**src/rtl/nmf_pkg.sv**
```systemverilog
// Shared types, codes and helpers for the name match filter.
`timescale 1ns / 1ps

package nmf_pkg;

   localparam int REQ_TDATA_W = 16;
   localparam int REQ_TUSER_W = 2;
   localparam int RSP_TDATA_W = 32;
   localparam int REC_W       = 24;
   localparam int NAME_LEN_W  = 16;
   localparam int CSR_W       = 24;

   localparam logic [NAME_LEN_W-1:0] NAME_LEN_MAX = 16'hFFFF;
   localparam logic [7:0] UPPER_A     = 8'h41;
   localparam logic [7:0] UPPER_Z     = 8'h5A;
   localparam logic [7:0] CASE_OFFSET = 8'd32;

   localparam logic CSR_MATCH_MODE = 1'b0;
   localparam logic CSR_MAX_HITS   = 1'b1;

   typedef enum logic [1:0] {
      OP_QUERY_BYTE = 2'd0,
      OP_CLEAR      = 2'd1,
      OP_NAME_BYTE  = 2'd2,
      OP_END_RECORD = 2'd3
   } opcode_type;

   typedef enum logic [1:0] {
      MODE_SUBSTRING = 2'd0,
      MODE_PREFIX    = 2'd1,
      MODE_SUFFIX    = 2'd2,
      MODE_EXACT     = 2'd3
   } match_mode_type;

   typedef struct packed {
      logic query_wr;
      logic clear;
      logic name_byte;
      logic prefix_eval;
      logic end_item;
      logic scan_start;
      logic scan_step;
      logic sub_commit;
      logic finish;
   } ctrl_cmd_type;

   typedef struct packed {
      logic name_needs_scan;
      logic end_needs_scan;
      logic scan_done;
      logic rsp_busy;
   } dp_status_type;

   function automatic logic [7:0] fold_case(input logic [7:0] b);
      logic [7:0] r;
      r = b;
      if (b >= UPPER_A && b <= UPPER_Z) r = b + CASE_OFFSET;
      return r;
   endfunction

endpackage

```
**src/rtl/nmf_ram.sv**
```systemverilog
// Generic single-write, single-read RAM with registered read data.
`timescale 1ns / 1ps

module nmf_ram #(
   parameter int WIDTH = 8,
   parameter int DEPTH = 64,
   localparam int AW = (DEPTH > 1) ? $clog2(DEPTH) : 1
) (
   input  logic             clock,
   input  logic             wr_en,
   input  logic [AW-1:0]    wr_addr,
   input  logic [WIDTH-1:0] wr_data,
   input  logic [AW-1:0]    rd_addr,
   output logic [WIDTH-1:0] rd_data
);

   logic [WIDTH-1:0] mem_ff [DEPTH];
   logic [WIDTH-1:0] rd_data_ff;

   always_ff @(posedge clock) begin
      if (wr_en) mem_ff[wr_addr] <= wr_data;
      rd_data_ff <= mem_ff[rd_addr];
   end

   assign rd_data = rd_data_ff;

endmodule

```
**src/rtl/nmf_ctrl.sv**
```systemverilog
// Sequencing state machine of the name match filter.
`timescale 1ns / 1ps

module nmf_ctrl import nmf_pkg::*; (
   input  logic          clock,
   input  logic          reset,
   input  logic          req_tvalid,
   output logic          req_tready,
   input  logic [1:0]    req_opcode,
   input  dp_status_type status,
   output ctrl_cmd_type  cmd
);

   typedef enum logic [4:0] {
      ST_IDLE      = 5'b00001,
      ST_PREFIX    = 5'b00010,
      ST_SCAN_NAME = 5'b00100,
      ST_SCAN_END  = 5'b01000,
      ST_FINISH    = 5'b10000
   } state_type;

   state_type state_ff, state_in;

   always_comb begin
      cmd        = '0;
      state_in   = state_ff;
      req_tready = (state_ff == ST_IDLE);
      unique case (state_ff)
         ST_IDLE: begin
            if (req_tvalid) begin
               unique case (opcode_type'(req_opcode))
                  OP_QUERY_BYTE: cmd.query_wr = 1'b1;
                  OP_CLEAR:      cmd.clear = 1'b1;
                  OP_NAME_BYTE: begin
                     cmd.name_byte = 1'b1;
                     state_in      = ST_PREFIX;
                  end
                  OP_END_RECORD: begin
                     cmd.end_item = 1'b1;
                     if (status.end_needs_scan) begin
                        cmd.scan_start = 1'b1;
                        state_in       = ST_SCAN_END;
                     end else begin
                        state_in = ST_FINISH;
                     end
                  end
               endcase
            end
         end
         ST_PREFIX: begin
            cmd.prefix_eval = 1'b1;
            if (status.name_needs_scan) begin
               cmd.scan_start = 1'b1;
               state_in       = ST_SCAN_NAME;
            end else begin
               state_in = ST_IDLE;
            end
         end
         ST_SCAN_NAME: begin
            if (status.scan_done) begin
               cmd.sub_commit = 1'b1;
               state_in       = ST_IDLE;
            end else begin
               cmd.scan_step = 1'b1;
            end
         end
         ST_SCAN_END: begin
            if (status.scan_done) state_in = ST_FINISH;
            else cmd.scan_step = 1'b1;
         end
         ST_FINISH: begin
            if (!status.rsp_busy) begin
               cmd.finish = 1'b1;
               state_in   = ST_IDLE;
            end
         end
         default: state_in = ST_IDLE;
      endcase
   end

   always_ff @(posedge clock) begin
      if (reset) state_ff <= ST_IDLE;
      else state_ff <= state_in;
   end

endmodule

```
**src/rtl/nmf_dpath.sv**
```systemverilog
// Datapath: query and name window memories, record state, tail scan, result register.
`timescale 1ns / 1ps

module nmf_dpath import nmf_pkg::*; #(
   parameter int QUERY_MAX = 64
) (
   input  logic             clock,
   input  logic             reset,
   input  logic [7:0]       req_byte,
   input  logic             req_dead,
   input  logic             csr_wr_en,
   input  logic             csr_index,
   input  logic [CSR_W-1:0] csr_wdata,
   input  logic             rsp_tready,
   input  ctrl_cmd_type     cmd,
   output dp_status_type    status,
   output logic             rsp_valid,
   output logic [REC_W-1:0] rsp_index,
   output logic             rsp_hit,
   output logic             rsp_limit
);

   localparam int AW = (QUERY_MAX > 1) ? $clog2(QUERY_MAX) : 1;
   localparam int LW = $clog2(QUERY_MAX + 1);
   localparam logic [LW-1:0] QMAX  = LW'(QUERY_MAX);
   localparam logic [AW-1:0] ALAST = AW'(QUERY_MAX - 1);

   match_mode_type   mode_ff, mode_in;
   logic [REC_W-1:0] max_hits_ff, max_hits_in;

   logic [LW-1:0]         qlen_ff, qlen_in;
   logic [NAME_LEN_W-1:0] nl_ff, nl_in;
   logic [AW-1:0]         wp_ff, wp_in;
   logic                  prefix_ok_ff, prefix_ok_in;
   logic                  sub_found_ff, sub_found_in;
   logic [REC_W-1:0]      rec_cnt_ff, rec_cnt_in;
   logic [REC_W-1:0]      hit_cnt_ff, hit_cnt_in;

   logic [7:0]    byte_ff, byte_in;
   logic          pchk_ff, pchk_in;
   logic          dead_ff, dead_in;
   logic          tail_ok_ff, tail_ok_in;
   logic [LW-1:0] issue_ff, issue_in;
   logic [LW-1:0] cmp_ff, cmp_in;
   logic [AW-1:0] wa_ff, wa_in;
   logic          rd_valid_ff, rd_valid_in;

   logic             rsp_valid_ff, rsp_valid_in;
   logic [REC_W-1:0] rsp_index_ff, rsp_index_in;
   logic             rsp_hit_ff, rsp_hit_in;
   logic             rsp_limit_ff, rsp_limit_in;

   logic [NAME_LEN_W-1:0] qlen_ext;
   logic                  qlen_full;
   logic [LW:0]           a0_sum;
   logic [AW-1:0]         a0;
   logic                  issue_more;
   logic [7:0]            q_rd_data, w_rd_data;
   logic [AW-1:0]         q_rd_addr;
   logic                  match;
   logic                  hit_now;
   logic [REC_W-1:0]      hit_cnt_next;

   assign qlen_ext   = NAME_LEN_W'(qlen_ff);
   assign qlen_full  = (qlen_ff == QMAX);
   assign issue_more = (issue_ff < qlen_ff);
   assign q_rd_addr  = cmd.scan_step ? issue_ff[AW-1:0] : nl_ff[AW-1:0];

   // oldest byte of the tail window sits qlen entries behind the write pointer
   assign a0_sum = (LW+1)'(wp_ff) + (LW+1)'(QUERY_MAX) - (LW+1)'(qlen_ff);
   assign a0     = (a0_sum >= (LW+1)'(QUERY_MAX)) ?
                   AW'(a0_sum - (LW+1)'(QUERY_MAX)) : AW'(a0_sum);

   nmf_ram #(.WIDTH(8), .DEPTH(QUERY_MAX)) u_query_ram (
      .clock   (clock),
      .wr_en   (cmd.query_wr && !qlen_full),
      .wr_addr (qlen_ff[AW-1:0]),
      .wr_data (fold_case(req_byte)),
      .rd_addr (q_rd_addr),
      .rd_data (q_rd_data)
   );

   nmf_ram #(.WIDTH(8), .DEPTH(QUERY_MAX)) u_window_ram (
      .clock   (clock),
      .wr_en   (cmd.name_byte),
      .wr_addr (wp_ff),
      .wr_data (req_byte),
      .rd_addr (wa_ff),
      .rd_data (w_rd_data)
   );

   always_comb begin
      unique case (mode_ff)
         MODE_SUBSTRING: match = sub_found_ff || (qlen_ff == '0);
         MODE_PREFIX:    match = prefix_ok_ff && (nl_ff >= qlen_ext);
         MODE_SUFFIX:    match = tail_ok_ff;
         MODE_EXACT:     match = prefix_ok_ff && (nl_ff == qlen_ext);
      endcase
      hit_now      = !dead_ff && (hit_cnt_ff < max_hits_ff) && match;
      hit_cnt_next = hit_now ? hit_cnt_ff + 1'b1 : hit_cnt_ff;
   end

   assign status.name_needs_scan = (qlen_ff != '0) && (nl_ff >= qlen_ext) && !sub_found_ff;
   assign status.end_needs_scan  = (mode_ff == MODE_SUFFIX) && (qlen_ff != '0) &&
                                   (nl_ff >= qlen_ext);
   assign status.scan_done       = (cmp_ff == qlen_ff) || !tail_ok_ff;
   assign status.rsp_busy        = rsp_valid_ff && !rsp_tready;

   always_comb begin
      mode_in     = mode_ff;
      max_hits_in = max_hits_ff;
      if (csr_wr_en) begin
         unique case (csr_index)
            CSR_MATCH_MODE: mode_in = match_mode_type'(csr_wdata[1:0]);
            CSR_MAX_HITS:   max_hits_in = csr_wdata;
         endcase
      end
   end

   always_comb begin
      qlen_in      = qlen_ff;
      nl_in        = nl_ff;
      wp_in        = wp_ff;
      prefix_ok_in = prefix_ok_ff;
      sub_found_in = sub_found_ff;
      rec_cnt_in   = rec_cnt_ff;
      hit_cnt_in   = hit_cnt_ff;
      byte_in      = byte_ff;
      pchk_in      = pchk_ff;
      dead_in      = dead_ff;
      tail_ok_in   = tail_ok_ff;
      issue_in     = issue_ff;
      cmp_in       = cmp_ff;
      wa_in        = wa_ff;
      rd_valid_in  = 1'b0;
      rsp_valid_in = rsp_valid_ff && !rsp_tready;
      rsp_index_in = rsp_index_ff;
      rsp_hit_in   = rsp_hit_ff;
      rsp_limit_in = rsp_limit_ff;

      if (cmd.query_wr && !qlen_full) qlen_in = qlen_ff + 1'b1;

      if (cmd.clear) begin
         qlen_in      = '0;
         rec_cnt_in   = '0;
         hit_cnt_in   = '0;
         nl_in        = '0;
         wp_in        = '0;
         prefix_ok_in = 1'b1;
         sub_found_in = 1'b0;
      end

      if (cmd.name_byte) begin
         byte_in = req_byte;
         pchk_in = (nl_ff < qlen_ext);
         if (nl_ff != NAME_LEN_MAX) nl_in = nl_ff + 1'b1;
         wp_in = (wp_ff == ALAST) ? '0 : wp_ff + 1'b1;
      end

      // query byte at the old name length was read during the accept cycle
      if (cmd.prefix_eval && pchk_ff && (byte_ff != q_rd_data)) prefix_ok_in = 1'b0;

      if (cmd.end_item) begin
         dead_in    = req_dead;
         tail_ok_in = (qlen_ff == '0);
      end

      if (cmd.scan_start) begin
         tail_ok_in = 1'b1;
         issue_in   = '0;
         cmp_in     = '0;
         wa_in      = a0;
      end

      // one byte pair read per cycle, compared in the cycle after
      if (cmd.scan_step) begin
         rd_valid_in = issue_more;
         if (issue_more) begin
            issue_in = issue_ff + 1'b1;
            wa_in    = (wa_ff == ALAST) ? '0 : wa_ff + 1'b1;
         end
         if (rd_valid_ff) begin
            cmp_in = cmp_ff + 1'b1;
            if (q_rd_data != w_rd_data) tail_ok_in = 1'b0;
         end
      end

      if (cmd.sub_commit && tail_ok_ff) sub_found_in = 1'b1;

      if (cmd.finish) begin
         rsp_valid_in = 1'b1;
         rsp_index_in = rec_cnt_ff;
         rsp_hit_in   = hit_now;
         rsp_limit_in = (hit_cnt_next >= max_hits_ff);
         hit_cnt_in   = hit_cnt_next;
         rec_cnt_in   = rec_cnt_ff + 1'b1;
         nl_in        = '0;
         wp_in        = '0;
         prefix_ok_in = 1'b1;
         sub_found_in = 1'b0;
      end
   end

   always_ff @(posedge clock) begin
      if (reset) begin
         mode_ff      <= MODE_SUBSTRING;
         max_hits_ff  <= '1;
         qlen_ff      <= '0;
         nl_ff        <= '0;
         wp_ff        <= '0;
         prefix_ok_ff <= 1'b1;
         sub_found_ff <= 1'b0;
         rec_cnt_ff   <= '0;
         hit_cnt_ff   <= '0;
         tail_ok_ff   <= 1'b0;
         issue_ff     <= '0;
         cmp_ff       <= '0;
         wa_ff        <= '0;
         rd_valid_ff  <= 1'b0;
         rsp_valid_ff <= 1'b0;
      end else begin
         mode_ff      <= mode_in;
         max_hits_ff  <= max_hits_in;
         qlen_ff      <= qlen_in;
         nl_ff        <= nl_in;
         wp_ff        <= wp_in;
         prefix_ok_ff <= prefix_ok_in;
         sub_found_ff <= sub_found_in;
         rec_cnt_ff   <= rec_cnt_in;
         hit_cnt_ff   <= hit_cnt_in;
         tail_ok_ff   <= tail_ok_in;
         issue_ff     <= issue_in;
         cmp_ff       <= cmp_in;
         wa_ff        <= wa_in;
         rd_valid_ff  <= rd_valid_in;
         rsp_valid_ff <= rsp_valid_in;
      end
   end

   always_ff @(posedge clock) begin
      byte_ff      <= byte_in;
      pchk_ff      <= pchk_in;
      dead_ff      <= dead_in;
      rsp_index_ff <= rsp_index_in;
      rsp_hit_ff   <= rsp_hit_in;
      rsp_limit_ff <= rsp_limit_in;
   end

   assign rsp_valid = rsp_valid_ff;
   assign rsp_index = rsp_index_ff;
   assign rsp_hit   = rsp_hit_ff;
   assign rsp_limit = rsp_limit_ff;

endmodule

```
**src/rtl/name_match_filter_core.sv**
```systemverilog
// Top level of the name match filter: controller, datapath and port packing.
// One beat at a time: query and clear beats stay in the idle state; an end beat goes
//   to the finish state, after a tail scan when suffix mode needs one, and its response
//   is registered once the result register is free. A name byte passes the prefix state,
//   then a tail scan if one runs, bounded by the one read port of each byte memory.
// Reset (synchronous): empty query, counters zero, match_mode 0, max_hits all ones.
`timescale 1ns / 1ps

module name_match_filter_core import nmf_pkg::*; #(
   parameter int QUERY_MAX = 64
) (
   input  logic                   clock,
   input  logic                   reset,
   // request beats
   input  logic                   req_tvalid,
   output logic                   req_tready,
   input  logic [REQ_TDATA_W-1:0] req_tdata,  // [7:0] data_byte, [8] record_dead, rest 0
   input  logic [REQ_TUSER_W-1:0] req_tuser,  // [1:0] opcode
   // response beats
   output logic                   rsp_tvalid,
   input  logic                   rsp_tready,
   output logic [RSP_TDATA_W-1:0] rsp_tdata,  // [23:0] record_index, [24] hit,
                                              // [25] limit_reached, rest 0
   // register writes
   input  logic                   csr_wr_en,
   input  logic                   csr_index,
   input  logic [CSR_W-1:0]       csr_wdata
);

   ctrl_cmd_type     cmd;
   dp_status_type    status;
   logic [REC_W-1:0] rsp_index;
   logic             rsp_hit;
   logic             rsp_limit;

   // controller owns the handshake; everything it does goes out as commands
   nmf_ctrl u_ctrl (
      .clock      (clock),
      .reset      (reset),
      .req_tvalid (req_tvalid),
      .req_tready (req_tready),
      .req_opcode (req_tuser[1:0]),
      .status     (status),
      .cmd        (cmd)
   );

   // datapath holds the query, the name window (circular), and the result
   // register that decouples the response side from the request side
   nmf_dpath #(.QUERY_MAX(QUERY_MAX)) u_dpath (
      .clock      (clock),
      .reset      (reset),
      .req_byte   (req_tdata[7:0]),
      .req_dead   (req_tdata[8]),
      .csr_wr_en  (csr_wr_en),
      .csr_index  (csr_index),
      .csr_wdata  (csr_wdata),
      .rsp_tready (rsp_tready),
      .cmd        (cmd),
      .status     (status),
      .rsp_valid  (rsp_tvalid),
      .rsp_index  (rsp_index),
      .rsp_hit    (rsp_hit),
      .rsp_limit  (rsp_limit)
   );

   assign rsp_tdata = {{(RSP_TDATA_W-REC_W-2){1'b0}}, rsp_limit, rsp_hit, rsp_index};

endmodule

```
**config.mk**
```make
export PLATFORM = sky130hd
export DESIGN_NAME = name_match_filter_core
export DESIGN_NICKNAME = d
export VERILOG_FILES = /design/src/rtl/nmf_pkg.sv /design/src/rtl/nmf_ram.sv /design/src/rtl/nmf_ctrl.sv /design/src/rtl/nmf_dpath.sv /design/src/rtl/name_match_filter_core.sv
export SDC_FILE = /design/constraint.sdc
export NUM_CORES = 2
export LEC_CHECK = 0
export ABC_CLOCK_PERIOD_IN_PS = 4200
export BUFFER_PORTS_ARGS = -buffer_cell sky130_fd_sc_hd__buf_2
export CAP_MARGIN = 20
export CORE_MARGIN = 4
export CORE_UTILIZATION = 57
export CTS_CLUSTER_DIAMETER = 50
export DETAILED_ROUTE_END_ITERATION = 12
export PLACE_DENSITY = 0.81
export SYNTH_ARGS = -nofsm -noshare
export SYNTH_HDL_FRONTEND = slang
export SYNTH_SLANG_ARGS = --single-unit
```
**constraint.sdc**
```tcl
create_clock -name clock -period 4.2 [get_ports clock]
set_input_delay 0.63 -clock clock [delete_from_list [all_inputs] [get_ports clock]]
set_output_delay 0.63 -clock clock [all_outputs]
set_load 0.02 [all_outputs]
```
Yosys cells after proc, flatten, opt, wreduce, memory -nomap -nowiden
Memories as Yosys holds them, arrays and structs flattened. A register that Yosys moved wholly into a read port is not among the register bits.
Cells that the tools add are included.

storage, ports and cells
  bits in registers = 169
  RAM bits = 1,024
  output and inout port bits = 34
  logic and storage cells = 170
  memories kept = 2

operators by class
  add/sub/neg operators = 12
  magnitude comparators = 8
  equal/unequal tests = 24
  muxes and demuxes = 64
  bitwise operators = 2
  reductions and logical operators = 36

memory list
  memory                       words  width  rd ports  clocked after memory_dff  write ports  RTL line       source
  u_dpath.u_query_ram.mem_ff   64     8      1         1                         1            nmf_ram.sv:17  logic [WIDTH-1:0] mem_ff [DEPTH];
  u_dpath.u_window_ram.mem_ff  64     8      1         1                         1            nmf_ram.sv:17

operators by type and width
  cell                     count
  $mux W24                 4
  $mux W6                  9
  $add A24 B1 Y24 const B  2
  $mux W16                 3
  $mux W7                  6
  $mux W1                  27
  $mux W5                  5
  $pmux W5 S5              1
  $ge A24 B24 Y1           1
  $lt A24 B24 Y1           1
  $add A7 B1 Y7 const B    3
  $add A16 B1 Y16 const B  1
  $eq A16 B7 Y1            1
  $ge A16 B7 Y1            1
  $ge A8 B7 Y1 const B     2
  $lt A16 B7 Y1            1
  $ne A16 B16 Y1 const B   1
  $ne A8 B8 Y1             2
  $logic_and A1 B1 Y1      14
  $add A6 B1 Y6 const B    2
  $eq A6 B6 Y1 const B     2
  $pmux W5 S2              1
  $mux W3                  3
  $add A6 B7 Y8 const B    1
  other kinds (30)         52

Depth between registers and ports, before layout
  depth after elaboration = 12
  depth in mapped cells = 23
  mapped depth without buffers = 21

Modules after synthesis
A second synthesis with hierarchy kept.

second synthesis, totals
  cell total of the unflattened synthesis = 3,065
  area total of the unflattened synthesis = 50,627.3 µm²

by module, submodules not included
  module                  instances  cells each  area each (µm²)  sequential area each (µm²)
  nmf_ram                 2          940         20,166.8         15,534.9
  nmf_dpath               1          1,122       9,790.6          3,643.5
  nmf_ctrl                1          54          439.2            100.1
  name_match_filter_core  1          9           63.8             0.0

Least setup slack after synthesis
Ideal clock, no wire load.

  kind = register -> register
  start point = register u_dpath.hit_cnt_ff[17]
  end point = register u_dpath.rsp_limit_ff, in the netlist u_dpath.rsp_limit (data pin)
  library setup time = 0.254 ns
  arrival = 4.393 ns
  required time = 3.946 ns
  setup slack = -0.447 ns
  cell stages (with the launch flop) = 22
  path buffers = 2
  clock period less this slack = 4.647 ns
  cells stage by stage = dfxtp_1 -> ha_1 -> a21o_1 -> a21o_1 -> a21oi_1 -> nor2_1 -> a2111oi_1 -> and3_1 -> buf_2 -> buf_2 -> nand3_1 -> xnor2_1 -> ha_1 -> a21o_1 -> a21o_1 -> a21o_1 -> a21o_1 -> a21oi_1 -> o21ai_0 -> a2111oi_0 -> nor2_1 -> o21a_1

on the way
  word-level cells in the longest chain between the ends = 5
  elaborated cells between the ends (all ways) = 6

RTL lines
  element                            RTL line          source
  from (decl)                        nmf_dpath.sv:37   logic [REC_W-1:0] hit_cnt_ff, hit_cnt_in;
  from (signal assigned)             nmf_dpath.sv:230  hit_cnt_ff <= hit_cnt_in;
  $lt A24 B24 Y1                     nmf_dpath.sv:99   hit_now = !dead_ff && (hit_cnt_ff < max_hits_ff) && match;
  $logic_and A1 B1 Y1 (2 in series)  nmf_dpath.sv:99
  $mux W24 *                         nmf_dpath.sv:100  hit_cnt_next = hit_now ? hit_cnt_ff + 1'b1 : hit_cnt_ff;
  $ge A24 B24 Y1 *                   nmf_dpath.sv:194  rsp_limit_in = (hit_cnt_next >= max_hits_ff);
  to (signal assigned)               nmf_dpath.sv:246  rsp_limit_ff <= rsp_limit_in;
  to (decl)                          nmf_dpath.sv:51   logic rsp_limit_ff, rsp_limit_in;

Every way passes the cells marked *; elsewhere a longest branch is shown, timed or not.
A chain may end at the register's enable or synchronous reset.

Final worst setup path
  start point = register u_dpath.qlen_ff[1]
  end point = register u_dpath.rsp_limit_ff, in the netlist u_dpath.rsp_limit (data pin)

on the way
  word-level cells in the longest chain between the ends = 6
  elaborated cells between the ends (all ways) = 10

RTL lines
  element                                      RTL line          source
  from (decl)                                  nmf_dpath.sv:31   logic [LW-1:0] qlen_ff, qlen_in;
  from (signal assigned)                       nmf_dpath.sv:224  qlen_ff <= qlen_in;
  $ge A16 B7 Y1 (tied with other cells)        nmf_dpath.sv:95   MODE_PREFIX: match = prefix_ok_ff && (nl_ff >= qlen_ext);
  $logic_and A1 B1 Y1 (tied with other cells)  nmf_dpath.sv:95
  $pmux W1 S4 *                                nmf_dpath.sv:93   unique case (mode_ff)
  $logic_and A1 B1 Y1 *                        nmf_dpath.sv:99
  $mux W24 *                                   nmf_dpath.sv:100
  $ge A24 B24 Y1 *                             nmf_dpath.sv:194

Marked as above.

==> qor.csv <==
stage,metric,value,unit
sta,maxSlewHeadroom,32.67,%
flow_run,drv_cap,0,
drt,wirelength,125500,um
place,hpwl,77060,um
clocking,clock_latency,0.71,ns
drt,via_count,30890,
place,globalplace.congestion,0.8680,
grt,antenna_found_initial,5,
place,portBuffers,68,
yosys,syn_area_per_cell,15.28,um2
critical_path,worst_ep_required_time,4.67,ns
yosys,synth_cell_type_count,79,
status,status,"finished, violations left",
grt,gr-total-overflow,0,
clocking,clkTransAtPathRegs,0.06,ns
yosys,synth_area,0.05063,mm2
place,placed_area,0.05389,mm2
yosys,synth_edf_count,1060,
critical_path,worst_setup_path_start_kind,register,
status,violations,negative setup slack,
clocking,cts.sinks,1209,
clocking,cts_buffers,121,
layout,fin_util,65.68,%
sta,period_needed,4.255,ns
sta,fin_skew,0.03499,ns
floorplan,ios,82,
grt,grtUsageTotal,26.68,%
yosys,ys.flop_type,edfxtp_1,
floorplan,dieHeight,306.0,um
sta,post-route-period-util,101.3,%
sta,slew_viol_final,0,
pwr,power_per_cell_area,425.3,mW/mm2
worst_hold_path,min_from,req_tdata[8],
floorplan,die_w,306.0,um
critical_path,rr_endpoint,u_dpath.rsp_limit,
sta,fmax,235.0,MHz
critical_path,arrival,4.73,ns
yosys,synth-seq-cells,1209,
critical_path,regToRegSetupSlack,-0.06,ns
drt,postRouteAntennaNets,0,
layout,area_growth,14.46,%
critical_path,r2r_cells,22,
critical_path,worstSetupPathType,register to register,
grt,grt_max_degree,90,
drt,dr.first_iter.drc_count,3735,
floorplan,start_util,57.38,%
critical_path,rr_startpoint,u_dpath.qlen_ff[1],
pwr,leakage,0.01992,uW
layout,fin_area,0.05795,mm2
drt,drc_errors,0,
drt,dr.pass1.iters,6,
critical_path,end_kind,register,
clocking,cts-root-buf,clkbuf_16,
clocking,tritoncts,built,
sta,worst_pin_slew,1.010,ns
sta,setup_viol,1,
sta,timing.final.ws_setup,-0.05535,ns
drt,wl_per_cell,25.81,um
yosys,synthCells,3313,
worst_hold_path,hold-path-endpoint,u_dpath.dead_ff,
floorplan,core,0.08824,mm2
grt,grt_pass1_wl,191500,um
layout,drive_above_1_share,21.71,%
worst_hold_path,hold_path_class,input port to register,
grt,grt_pass1_vias,30840,
sta,grt_setup_unrepaired,true,
layout,nNetsFinal,3719,
place,pre_cts_slack,-0.08293,ns
clocking,cts-hold-fix-buffers,0,
worst_hold_path,holdPathStages,1,
yosys,yosysSeqAreaShare,68.76,%
floorplan,rows,109,
sta,holdWs,0.1045,ns
clocking,h-tree-depth,3,
layout,final_cell_mix,"edfxtp_1, nand2_1, nor2_1, buf_4, nand3_1",
drt,viasPerCell,6.353,
clocking,ctsLongestPathBuffers,3,
critical_path,path_max_fanout,3,
sta,hold_viol,0,
yosys,ys_warn_count,0,
yosys,ys_async_sr_fraction,0,%
pwr,vdd_drop_max,0.4089,mV
layout,final_common_cell,edfxtp_1,
floorplan,die-area,0.09366,mm2
[worst max-delay path by stage]
stage	from	endpoint	slack (ns)	cells past startpoint
floorplan	u_dpath.qlen_ff[1]	u_dpath.rsp_limit	0.006	23
global placement	u_dpath.nl_ff[1]	u_dpath.rsp_limit	-0.08	20
detailed placement	u_dpath.nl_ff[14]	u_dpath.rsp_limit	-0.08	18
CTS	u_dpath.qlen_ff[1]	u_dpath.rsp_limit	-0.04	21
global route	u_dpath.qlen_ff[1]	u_dpath.rsp_limit	-0.20	21
finish	u_dpath.qlen_ff[1]	u_dpath.rsp_limit	-0.06	22
[cell type report]
type | count | area [um2]
flip-flops and latches | 1209 | 34830
repair buffers | 325 | 2546
clock inverters | 63 | 588.1
inverters | 55 | 210.2
clock buffers | 159 | 3284
fillers | 5752 | 30280
multi-input cells | 1883 | 15030
well taps | 1165 | 1458
diodes | 3 | 7.507
[logic make-up after synthesis]
kind of cell    synth area share, %
other cells                0.007407
compound gates                4.325
buf+inv                       2.061
fa+ha+maj                     1.893
xor+xnor                      1.090
flops                         68.76
mux                           12.73
simple gates                  9.139
[synth_stat cells, drive strengths merged (42+ instances only)]
library cell | instances | share of area, %
nand2 | 340 | 2.5
mux2i | 182 | 3.6
dfxtp | 149 | 5.9
edfxtp | 1060 | 63
inv | 53 | 0.39
nand4 | 43 | 0.53
mux4 | 168 | 7.5
nand3 | 200 | 2.0
a21o | 42 | 0.62
nor2 | 244 | 1.8
mux2 | 72 | 1.6
a21oi | 72 | 0.71
buf | 90 | 1.1
clkbuf | 81 | 0.60
ha | 75 | 1.9
[metrics by stage]
step,power (uW),TNS (ns),cells
after detailed placement,14330,-0.08293,4630
after CTS,24720,-0.03509,4852
final,24650,-0.05535,4862
after global placement,14300,-0.08197,4630
after global routing,25370,-0.1994,4859
after floorplan,13890,0,3318
[timing repair]
| item | in CTS | in global routing |
|---|---|---|
| setup endpoints to repair | 1 | 1 |
| buffers inserted | 0 | 6 |
| cloned | 0 | 0 |
| resized for setup | 5 | 21 |
| pin swaps | 2 | 18 |
[critical path, cell delays in order, from the launching register on]
cell,delay [ns]
dfxtp_2,0.35
inv_4,0.04
ha_4,0.20
nor2b_1,0.12
o21a_1,0.16
o21a_1,0.20
o21bai_2,0.20
a21oi_2,0.08
o211a_1,0.26
o22a_1,0.24
buf_4,0.15
nand3_1,0.10
xnor2_1,0.13
ha_1,0.26
a21o_1,0.20
a21o_1,0.18
a21o_1,0.18
a21o_1,0.18
a21oi_2,0.16
o21ai_2,0.11
a2111oi_2,0.21
nor2_1,0.11
o21a_1,0.17
[power breakdown]
group / internal [uW] / switching (uW) / total [uW] / leakage [uW]
clock network: 6000 / 4550 / 10500 / 0.00188
registers: 13100 / 35.3 / 13200 / 0.0107
logic: 301 / 648 / 949 / 0.00732
total: 19400 / 5230 / 24600 / 0.0199
[registers in the layout (all words and copies together) (netlist names), 8 cells and up]
register                      flops
u_dpath.byte_ff                   8
u_dpath.rec_cnt_ff               24
u_dpath.nl_ff                    16
u_dpath.max_hits_ff              24
u_dpath.u_window_ram.rd_data      8
u_dpath.u_query_ram.mem_ff      512
u_dpath.u_query_ram.rd_data       8
u_dpath.rsp_index                24
u_dpath.u_window_ram.mem_ff     512
u_dpath.hit_cnt_ff               24
[routing by layer]
metal / up-vias / track usage [%] / wire length [um]
met2: 1712 / 43.97 / 61900
met4: 2 / 10.87 / 5379
met3: 342 / 4.801 / 10940
met5: - / 0 / 13
met1: 15440 / 35.59 / 47230
li1: 13390 / - / -
Power figures use the tool's default switching activity.
